**src/rtl/binary_to_padded_decimal_digits_core_macros.svh**
```systemverilog
// -----------------------------------------------------------------------------
// binary_to_padded_decimal_digits_core_macros.svh
// Assertion macros shared by the decimal digit splitter.
// -----------------------------------------------------------------------------
`ifndef BINARY_TO_PADDED_DECIMAL_DIGITS_CORE_MACROS_SVH
`define BINARY_TO_PADDED_DECIMAL_DIGITS_CORE_MACROS_SVH

// Same-cycle implication, sampled on aclk, ignored while aresetn is low.
`define BPD_ASSERT_IMPL(label, ante, cons, msg) \
    label: assert property (@(posedge aclk) disable iff (!aresetn) (ante) |-> (cons)) \
        else $error(msg);

// Next-cycle implication, sampled on aclk, ignored while aresetn is low.
`define BPD_ASSERT_NEXT(label, ante, cons, msg) \
    label: assert property (@(posedge aclk) disable iff (!aresetn) (ante) |=> (cons)) \
        else $error(msg);

`endif

```
**src/rtl/bpd_pkg.sv**
```systemverilog
`timescale 1ns / 1ps
// -----------------------------------------------------------------------------
// bpd_pkg
// Word types, constants and chain control shared by the digit splitter.
// -----------------------------------------------------------------------------
package bpd_pkg;

    localparam int unsigned VALUE_W    = 32;
    localparam int unsigned NUM_DIGITS = 10;
    localparam int unsigned BUF_LEN_W  = 5;

    typedef logic [3:0] bcd_t;

    typedef struct packed {
        logic [VALUE_W-1:0]   value;
        logic [BUF_LEN_W-1:0] buf_len;
        logic [4:0]           min_width;
        logic                 count_only;
    } in_word_t;

    typedef struct packed {
        logic [3:0] digit;
        logic [3:0] position;
        logic       digit_valid;
        logic [4:0] digit_count;
        logic       last;
    } out_word_t;

    typedef struct packed {
        logic load;
        logic shift;
    } chain_ctrl_t;

endpackage

```
**src/rtl/binary_to_padded_decimal_digits_core.sv**
```systemverilog
`timescale 1ns / 1ps
// -----------------------------------------------------------------------------
// binary_to_padded_decimal_digits_core
// Splits a 32-bit unsigned value into zero-padded decimal digit words.
// -----------------------------------------------------------------------------
// One input word at a time: s_ready is high only while the block is idle.
// The value is converted by a row of ten BCD cells, one bit per cycle; then
// the field length is set up in its own state, and the digit words are
// emitted one at a time, each waiting while the output slot is still full.
// A count-only request returns one word.
// Results leave through a registered output slot, so a pending final word
// does not hold off the next input. Digits come most significant first:
// leading zeros, then the low n decimal digits; the final word has last set.
// A count-only request (count_only set, or buf_len of zero) returns a single
// word with digit_valid low and digit_count holding the natural digit count.
// buf_len above MAX_LEN saturates to MAX_LEN.
// -----------------------------------------------------------------------------
`include "binary_to_padded_decimal_digits_core_macros.svh"

module binary_to_padded_decimal_digits_core #(
    parameter int unsigned MAX_LEN = 16
) (
    input  logic                aclk,
    input  logic                aresetn,
    input  logic                s_valid,
    output logic                s_ready,
    input  bpd_pkg::in_word_t   s_data,
    output logic                m_valid,
    input  logic                m_ready,
    output bpd_pkg::out_word_t  m_data
);
    import bpd_pkg::*;

    // buf_len cannot exceed its own field range, so cap there as well
    localparam int unsigned BufLenMax = (1 << BUF_LEN_W) - 1;
    localparam int unsigned LenCapInt = (MAX_LEN < BufLenMax) ? MAX_LEN : BufLenMax;
    localparam logic [BUF_LEN_W-1:0] LEN_CAP = BUF_LEN_W'(LenCapInt);
    localparam logic [4:0] CONV_LAST = 5'(VALUE_W - 1);

    typedef enum logic [1:0] {
        ST_IDLE,
        ST_CONV,
        ST_PREP,
        ST_EMIT
    } state_t;

    state_t                          state_reg;
    logic [4:0]                      bit_cnt_reg;
    logic [BUF_LEN_W-1:0]            len_reg;
    logic [4:0]                      minw_reg;
    logic                            conly_reg;
    logic [4:0]                      field_len_reg;
    logic [4:0]                      pads_reg;
    logic [3:0]                      count_reg;
    logic [4:0]                      p_reg;
    logic                            m_valid_reg;
    out_word_t                       m_data_reg;

    chain_ctrl_t                     ctrl;
    bcd_t [NUM_DIGITS-1:0]           digits;
    logic                            accept;
    logic                            load_out;
    logic                            emit_word;

    logic [3:0]                      n_nat;
    logic [4:0]                      n_clip;
    logic [4:0]                      field_len;
    logic [4:0]                      pads;
    logic [4:0]                      rank;
    logic                            last_emit;
    out_word_t                       word;

    assign s_ready   = (state_reg == ST_IDLE);
    assign accept    = s_valid && s_ready;
    assign load_out  = !m_valid_reg || m_ready;
    assign emit_word = (state_reg == ST_EMIT) && load_out;
    assign m_valid   = m_valid_reg;
    assign m_data    = m_data_reg;

    // Clear and load the chain on acceptance; shift it through conversion.
    assign ctrl.load  = accept;
    assign ctrl.shift = (state_reg == ST_CONV);

    bpd_chain u_chain (
        .aclk   (aclk),
        .ctrl   (ctrl),
        .value  (s_data.value),
        .digits (digits)
    );

    // Natural digit count: one above the highest nonzero digit, at least one.
    always_comb begin
        n_nat = 4'd1;
        for (int i = 1; i < NUM_DIGITS; i++) begin
            if (digits[i] != 4'd0) begin
                n_nat = 4'(i + 1);
            end
        end
    end

    // Field length: clip n to the buffer, then widen to the minimum width
    // unless the minimum width already covers the whole buffer.
    always_comb begin
        n_clip = (5'(n_nat) > len_reg) ? len_reg : 5'(n_nat);
        if (minw_reg >= len_reg) begin
            field_len = len_reg;
        end else begin
            field_len = (n_clip > minw_reg) ? n_clip : minw_reg;
        end
        pads = field_len - n_clip;
    end

    // Build the next result word from the emit position.
    always_comb begin
        rank      = field_len_reg - 5'd1 - p_reg;
        last_emit = conly_reg || (p_reg + 5'd1 == field_len_reg);
        word      = '0;
        if (conly_reg) begin
            word.digit_count = 5'(count_reg);
            word.last        = 1'b1;
        end else begin
            if (p_reg >= pads_reg && rank < 5'(NUM_DIGITS)) begin
                word.digit = digits[rank[3:0]];
            end
            word.position    = p_reg[3:0];
            word.digit_valid = 1'b1;
            word.digit_count = field_len_reg;
            word.last        = last_emit;
        end
    end

    always_ff @(posedge aclk) begin
        if (!aresetn) begin
            state_reg   <= ST_IDLE;
            m_valid_reg <= 1'b0;
        end else begin
            // Raise the output word as it is loaded; drop it once the sink
            // has taken it.
            if (emit_word) begin
                m_valid_reg <= 1'b1;
            end else if (m_ready) begin
                m_valid_reg <= 1'b0;
            end
            unique case (state_reg)
                ST_IDLE: begin
                    if (accept) begin
                        bit_cnt_reg <= '0;
                        len_reg     <= (s_data.buf_len > LEN_CAP) ? LEN_CAP : s_data.buf_len;
                        minw_reg    <= s_data.min_width;
                        conly_reg   <= s_data.count_only || (s_data.buf_len == '0);
                        state_reg   <= ST_CONV;
                    end
                end
                ST_CONV: begin
                    // Advance one bit per cycle until all value bits are in.
                    bit_cnt_reg <= bit_cnt_reg + 5'd1;
                    if (bit_cnt_reg == CONV_LAST) begin
                        state_reg <= ST_PREP;
                    end
                end
                ST_PREP: begin
                    field_len_reg <= field_len;
                    pads_reg      <= pads;
                    count_reg     <= n_nat;
                    p_reg         <= '0;
                    state_reg     <= ST_EMIT;
                end
                ST_EMIT: begin
                    // Hold until the output slot is free, then advance.
                    if (load_out) begin
                        m_data_reg  <= word;
                        p_reg       <= p_reg + 5'd1;
                        if (last_emit) begin
                            state_reg <= ST_IDLE;
                        end
                    end
                end
                default: begin
                    state_reg <= ST_IDLE;
                end
            endcase
        end
    end

    `BPD_ASSERT_NEXT(a_accept_starts_conv, accept, state_reg == ST_CONV,
                     "accept did not start conversion")
    `BPD_ASSERT_NEXT(a_conv_len, state_reg == ST_CONV && bit_cnt_reg == CONV_LAST,
                     state_reg == ST_PREP, "conversion length wrong")
    `BPD_ASSERT_IMPL(a_emit_in_field, state_reg == ST_EMIT && !conly_reg,
                     p_reg < field_len_reg, "emit position beyond field")
    `BPD_ASSERT_IMPL(a_digit_decimal, m_valid_reg, m_data_reg.digit <= 4'd9,
                     "non-decimal digit emitted")
    `BPD_ASSERT_IMPL(a_count_only_last, m_valid_reg && !m_data_reg.digit_valid,
                     m_data_reg.last, "count word not marked last")

endmodule

```
**src/rtl/bpd_cell.sv**
```systemverilog
`timescale 1ns / 1ps
// -----------------------------------------------------------------------------
// bpd_cell
// One BCD digit of the shift-and-add-3 chain.
// -----------------------------------------------------------------------------
module bpd_cell (
    input  logic                  aclk,
    input  bpd_pkg::chain_ctrl_t  ctrl,
    input  logic                  shift_in,
    output logic                  shift_out,
    output bpd_pkg::bcd_t         digit
);
    import bpd_pkg::*;

    bcd_t digit_reg;
    bcd_t adj;
    bcd_t digit_next;

    // Correct by 3 when the digit would overflow past 9 on the doubling shift.
    always_comb begin
        adj        = (digit_reg >= 4'd5) ? digit_reg + 4'd3 : digit_reg;
        digit_next = {adj[2:0], shift_in};
    end

    assign shift_out = adj[3];
    assign digit     = digit_reg;

    always_ff @(posedge aclk) begin
        if (ctrl.load) begin
            digit_reg <= '0;
        end else if (ctrl.shift) begin
            digit_reg <= digit_next;
        end
    end

endmodule

```
**src/rtl/bpd_chain.sv**
```systemverilog
`timescale 1ns / 1ps
// -----------------------------------------------------------------------------
// bpd_chain
// Binary shift register feeding a row of BCD digit cells.
// -----------------------------------------------------------------------------
module bpd_chain (
    input  logic                                       aclk,
    input  bpd_pkg::chain_ctrl_t                       ctrl,
    input  logic [bpd_pkg::VALUE_W-1:0]                value,
    output bpd_pkg::bcd_t [bpd_pkg::NUM_DIGITS-1:0]    digits
);
    import bpd_pkg::*;

    logic [VALUE_W-1:0]    value_reg;
    logic [NUM_DIGITS-2:0] carry;

    // Load the value, then shift it out MSB first into the lowest digit.
    always_ff @(posedge aclk) begin
        if (ctrl.load) begin
            value_reg <= value;
        end else if (ctrl.shift) begin
            value_reg <= {value_reg[VALUE_W-2:0], 1'b0};
        end
    end

    for (genvar i = 0; i < NUM_DIGITS; i++) begin : g_cell
        if (i == 0) begin : g_first
            bpd_cell u_cell (
                .aclk      (aclk),
                .ctrl      (ctrl),
                .shift_in  (value_reg[VALUE_W-1]),
                .shift_out (carry[i]),
                .digit     (digits[i])
            );
        end else if (i == NUM_DIGITS - 1) begin : g_top
            // A 32-bit value never carries out of the tenth decimal digit.
            bpd_cell u_cell (
                .aclk      (aclk),
                .ctrl      (ctrl),
                .shift_in  (carry[i-1]),
                .shift_out (),
                .digit     (digits[i])
            );
        end else begin : g_mid
            bpd_cell u_cell (
                .aclk      (aclk),
                .ctrl      (ctrl),
                .shift_in  (carry[i-1]),
                .shift_out (carry[i]),
                .digit     (digits[i])
            );
        end
    end

endmodule

```
**config.mk**
```make
export PLATFORM = sky130hd
export DESIGN_NAME = binary_to_padded_decimal_digits_core
export DESIGN_NICKNAME = d
export VERILOG_FILES = /design/src/rtl/bpd_pkg.sv /design/src/rtl/binary_to_padded_decimal_digits_core.sv /design/src/rtl/bpd_cell.sv /design/src/rtl/bpd_chain.sv
export VERILOG_INCLUDE_DIRS = /design/src /design/src/rtl
export SDC_FILE = /design/constraint.sdc
export NUM_CORES = 1
export LEC_CHECK = 0
export BUFFER_PORTS_ARGS = -buffer_cell sky130_fd_sc_hd__buf_2
export CORE_UTILIZATION = 45
export DETAILED_ROUTE_END_ITERATION = 10
export PLACE_DENSITY_LB_ADDON = 0.05
export SETUP_SLACK_MARGIN = 0.02
export SYNTH_ARGS = -nofsm -noshare
export SYNTH_HDL_FRONTEND = slang
export SYNTH_SLANG_ARGS = --single-unit
```
**constraint.sdc**
```tcl
create_clock -name aclk -period 5.4 [get_ports aclk]
set_input_delay 0.27 -clock aclk [delete_from_list [all_inputs] [get_ports aclk]]
set_output_delay 0.27 -clock aclk [all_outputs]
set_load 0.02 [all_outputs]
```
Word level (Yosys, flattened, before mapping)

Cells that the tools add are included.

Word-level logic and storage cells: 137
Output and inout port bits: 17
Flip-flop bits (word level): 125

$lt $le $gt $ge: 17
Muxes and demuxes: 39
Eq/ne operators: 9
Add/sub/neg operators: 15
Bitwise gates (word level): 1
Reduce and logical (&&, ||, !) cells: 29

Operators with widths:

| cell                  | count |
|---|---|
| $mux W4               | 18 |
| $mux W32              | 2 |
| $ge A4 B3 Y1 const B  | 10 |
| $add A4 B2 Y4 const B | 9 |
| $reduce_bool A4 Y1    | 9 |
| $mux W5               | 6 |
| $pmux W5 S2           | 2 |
| $bmux W4 S4           | 1 |
| $reduce_and A3 Y1     | 4 |
| $add A5 B1 Y5 const B | 2 |
| $ge A5 B5 Y1          | 2 |
| $mux W2               | 5 |
| $sub A5 B5 Y5         | 2 |
| $pmux W2 S4           | 1 |
| $reduce_bool A2 Y1    | 4 |
| $eq A5 B5 Y1          | 1 |
| $eq A5 B5 Y1 const B  | 1 |
| $gt A4 B5 Y1          | 1 |
| $gt A5 B5 Y1          | 1 |
| $gt A5 B5 Y1 const B  | 1 |
| $logic_not A5 Y1      | 1 |
| $lt A4 B5 Y1 const B  | 1 |
| $lt A5 B4 Y1 const B  | 1 |
| $sub A5 B1 Y5 const B | 1 |
| 15 further kinds      | 24 |

Logic depth before layout (Yosys ltp)

Depth after elaboration: 16
Gate-level depth with buffers: 25
Gate-level depth less buffers: 25

Cells and area by module

From an unflattened synthesis, not the netlist that was laid out.

Cell total of the unflattened synthesis: 688
Area total of the unflattened synthesis: 7,602.3 sq um

Modules (own cells, without submodules):

| module                               | area an instance (sq um) | cells each | seq. area each (sq um) | times used |
|---|---|---|---|---|
| binary_to_padded_decimal_digits_core | 3,500.9                  | 309        | 1,561.5                | 1 |
| bpd_cell                             | 260.2                    | 31         | 80.1                   | 10 |
| bpd_chain                            | 1,498.9                  | 69         | 960.9                  | 1 |

Worst setup path after synthesis

No wires, ideal clock.

Kind: register to register
From: reg u_chain.g_cell[4].g_mid.u_cell.digit_reg[0]
To: reg pads_reg[4] (data pin)
Setup time: 268 ps
Buffers on the path: 0
Clock period less this slack: 4,909 ps
Stages on the path, launching flop included: 24
Required time: 5,132 ps
Slack: 491 ps
Data arrival time: 4,641 ps
Cell sequence: dfxtp_1 inv_1 ha_1 or3b_4 a211oi_2 o211ai_2 nand2_1 ha_1 nor2b_1 o211ai_1 a21o_2 mux2_4 ha_1 o21a_1 o21a_1 o31ai_1 a21oi_1 a22oi_1 ha_1 inv_1 fa_1 a21o_1 a21oi_1 xor2_1

Word-level cells in the longest chain between the ends: 13

RTL lines:

| element                  | RTL line                                    | source |
|---|---|---|
| start, declared          | bpd_cell.sv:15                              | `bcd_t digit_reg;` |
| start signal, assigned   | bpd_cell.sv:32                              | `digit_reg <= digit_next;` |
| $reduce_bool A4 Y1 (*)   | binary_to_padded_decimal_digits_core.sv:95  | `if (digits[i] != 4'd0) begin` |
| $mux W4 (*) (6 in a row) | binary_to_padded_decimal_digits_core.sv:95  |  |
| named net n_nat[1]       | binary_to_padded_decimal_digits_core.sv:65  | `logic [3:0] n_nat;` |
| $gt A4 B5 Y1             | binary_to_padded_decimal_digits_core.sv:104 | `n_clip = (5'(n_nat) > len_reg) ? len_reg : 5'(n_nat);` |
| $mux W5 (*)              | binary_to_padded_decimal_digits_core.sv:104 |  |
| $gt A5 B5 Y1             | binary_to_padded_decimal_digits_core.sv:108 | `field_len = (n_clip > minw_reg) ? n_clip : minw_reg;` |
| $mux W5                  | binary_to_padded_decimal_digits_core.sv:108 |  |
| $mux W5                  | binary_to_padded_decimal_digits_core.sv:105 | `if (minw_reg >= len_reg) begin` |
| $sub A5 B5 Y5 (*)        | binary_to_padded_decimal_digits_core.sv:110 | `pads = field_len - n_clip;` |
| named net pads[4]        | binary_to_padded_decimal_digits_core.sv:68  | `logic [4:0] pads;` |
| end signal, assigned     | binary_to_padded_decimal_digits_core.sv:163 | `pads_reg <= pads;` |
| end, declared            | binary_to_padded_decimal_digits_core.sv:53  | `logic [4:0] pads_reg;` |

The timed path passes the listed nets; every way through them passes the cells marked *.
A chain may end at the register's enable or synchronous reset.

Worst setup path after layout

From: reg u_chain.g_cell[3].g_mid.u_cell.digit_reg[0]
To: reg pads_reg[4] (data pin)

Word-level cells in the longest chain between the ends: 14

RTL lines:

| element                  | RTL line |
|---|---|
| start, declared          | bpd_cell.sv:15 |
| start signal, assigned   | bpd_cell.sv:32 |
| $reduce_bool A4 Y1 (*)   | binary_to_padded_decimal_digits_core.sv:95 |
| $mux W4 (*) (7 in a row) | binary_to_padded_decimal_digits_core.sv:95 |
| named net n_nat[1]       | binary_to_padded_decimal_digits_core.sv:65 |
| $gt A4 B5 Y1             | binary_to_padded_decimal_digits_core.sv:104 |
| $mux W5 (*)              | binary_to_padded_decimal_digits_core.sv:104 |
| $gt A5 B5 Y1             | binary_to_padded_decimal_digits_core.sv:108 |
| $mux W5                  | binary_to_padded_decimal_digits_core.sv:108 |
| $mux W5                  | binary_to_padded_decimal_digits_core.sv:105 |
| $sub A5 B5 Y5 (*)        | binary_to_padded_decimal_digits_core.sv:110 |
| named net pads[4]        | binary_to_padded_decimal_digits_core.sv:68 |

Marks and branches as above.

==> metrics.md <==
| Metric | Value |
|---|---|
| Outcome | `finished, final reports clean` |
| Slew Limit Headroom | `0.495` |
| Clk slew on worst S/H paths | `0.06 ns` |
| Register area share after synthesis | `0.464` |
| Largest family of logic cells by synthesized area | `simple AND/OR/NAND/NOR gates` |
| DIE WIDTH | `128 um` |
| Die area | `16400 um^2` |
| Count of nets after finishing | `897` |
| GPL Wtd Cong | `0.868` |
| Simple-Gate Fraction of Synth Area | `0.170` |
| Worst hold slack | `0.0211 ns` |
| Critical-path maximum fanout | `5` |
| Mapped Area | `7170 um^2` |
| Hold Vio Cnt, Final | `0` |
| WL per Instance | `15.0 um` |
| Unrepaired setup endpoints after global routing | `no` |
| Setup TNS | `0 ns` |
| Pre-antenna DRT Iters | `4` |
| Die Span Y | `128 um` |
| CTS tree | `done` |
| Fillers | `1383` |
| Worst min path class | `primary input to register` |
| Root buffer cell | `clkbuf_16` |
| DRC viols | `0` |
| Main synth FF type | `edfxtp_1` |
| Area added between synthesis and finish | `17.8%` |
| H-tree depth | `4` |
| Clock buffer depth | `2` |
| First-pass GRT wire length | `25200 um` |
| Vias | `5186` |
| Crit Path Class | `register to register` |
| Share of cells above drive strength 1 | `0.195` |
| XOR/XNOR Fraction of Synth Area | `0.0436` |
| Global route total overflow | `0` |
| Post-synth EDFFs | `82` |
| Tot Pwr | `3450 uW` |
| Worst Path Arrival | `5.28 ns` |
| CTS sink cnt | `125` |
| Syn nets | `827` |
| Cell variety after synth | `61` |
| Multiplexer share of the synthesized area | `0.0661` |
| Initial antenna violation count | `0` |
| Adder-Cell Fraction of Synth Area | `0.102` |
| Final setup fails | `0` |
| Post-route ant nets | `0` |
| Synth Area in Compound Gates | `0.113` |
| Slew @ Worst Pin | `0.758 ns` |
| Power per cell area | `409 nW/um^2` |
| Crit. End Element | `register` |
| Via density | `5.10` |
| Initial core utilization | `0.466` |
| Row cnt | `45` |
| Critical path required time | `5.55 ns` |
| # IOs | `64` |
| Non-filler cells, final | `1017` |
| Commonest non-fill, non-tap cell in the layout | `nand2_1` |
| Placed cell count | `980` |
| Overall routing resource usage | `0.198` |
| Number of global-route vias before repair | `5192` |
| Post-synth ARST share | `0` |
| #FFs+latches synth | `125` |
| 1st-iter DRT viols | `335` |
| Tcrit/Tclk final | `0.951` |
| Number of port buffers | `63` |
| Avg Inst Size Synth | `9.92 um^2` |
| Hold-fix buffers, CTS | `0` |
| Largest net degree at the start of global routing | `43` |
| Later-pin clock latency in the skew report | `0.42 ns` |
| Yosys synthesis warning count | `0` |
| Num CTS Buffers | `17` |
| Most frequent cells in the layout | `nand2_1, edfxtp_1, buf_2, ha_1, nor2_1` |
| Core Region | `15400 um^2` |
| Achievable frequency | `0.195 GHz` |
| Worst vdd ir | `0.000356 V` |
| MaxCap Viol Count | `0` |
| Leakage | `0.00350 uW` |
| Routed wire length | `15200 um` |
| Setup Skew | `0.0150 ns` |
| Startpoint types | `register` |
| Synth Instances | `723` |
| Final HPWL DP | `10700 um` |
| Ant diodes | `0` |
| Slew Viols, Final | `0` |
| Fin crit period | `5.14 ns` |
| Final core utilization | `0.549` |
## cell type report
cell class,count,area [um^2],area share
multi-input combinational,520,3650,0.432
timing repair buffer,76,413,0.0489
clock inverter,14,169,0.0200
clock buffer,18,429,0.0508
tap,211,264,0.0313
sequential,125,3320,0.394
inverter,53,199,0.0236
## power breakdown
part	total, uW	switching (uW)	internal [uW]
logic	906	585	321
registers	1390	82.1	1300
clock network	1160	438	726
## routing by layer
metal | GRT usage | vias up | part of all wire
met4 | 0.0775 | 0 | 0.011
met5 | 0 | - | 0
met2 | 0.321 | 103 | 0.47
li1 | - | 2641 | -
met3 | 0.0518 | 11 | 0.041
met1 | 0.252 | 2431 | 0.48
## metrics by stage
stage | cell area [um^2] | setup slack [ns]
after floorplan | 7170 | 0.491
after global placement | 7710 | 0.173
final | 8450 | 0.263
after global routing | 8450 | 0.00583
after CTS | 8320 | 0.0471
after detailed placement | 7710 | 0.00578
## final timing paths
check        depth (start not counted)                               startpoint  slack [ns]                                        end
max                                 23  u_chain.g_cell[3].g_mid.u_cell.digit[0]        0.26                                pads_reg[4]
min                                  1                                s_data[2]        0.02                                minw_reg[1]
max reg2reg                         23  u_chain.g_cell[3].g_mid.u_cell.digit[0]        0.26                                pads_reg[4]
min reg2reg                          2                    u_chain.value_reg[31]        0.48  u_chain.g_cell[0].g_first.u_cell.digit[0]
## worst max-delay path, stage by stage (launching register included)
cell,delay [ns]
dfxtp_2,0.35
inv_2,0.09
ha_4,0.15
or3b_4,0.39
a211oi_2,0.23
o211ai_2,0.14
nand2_1,0.12
ha_1,0.24
nor2b_1,0.14
o211ai_1,0.28
a21o_2,0.24
mux2_4,0.34
ha_1,0.30
o21a_1,0.11
o21a_2,0.22
o31ai_4,0.29
a21oi_2,0.11
a22oi_2,0.15
ha_1,0.16
inv_1,0.06
fa_2,0.35
a21o_1,0.20
a21oi_2,0.14
xor2_1,0.08
## synthesized netlist by cell type (14+ instances only)
master	instances	area, um^2
o21ai_0	33	165
edfxtp_1	82	2460
nor2_1	52	195
a21oi_1	49	245
inv_1	51	191
dfxtp_1	43	861
nand2_1	132	495
xor2_1	16	140
mux2i_1	23	230
clkbuf_1	22	82.6
nor3_1	14	70.1
xnor2_1	16	140
ha_1	55	688
nand3_1	18	90.1
## kinds of logic after synthesis
logic type,Yosys count
adders and majority gates,57
buffers and inverters,78
muxes,36
other,1
xor gates and xnor gates,34
and+or+nand+nor,265
AOI/OAI and AO/OA,127
DFF,125
## what timing repair did
item	CTS	global route
pin swaps	0	7
resized for setup	3	19
endpoints found under the hold margin	0	0
setup buffers	0	5
endpoints found under the setup margin	1	2
No activity file was read; power rests on OpenSTA's default activity.
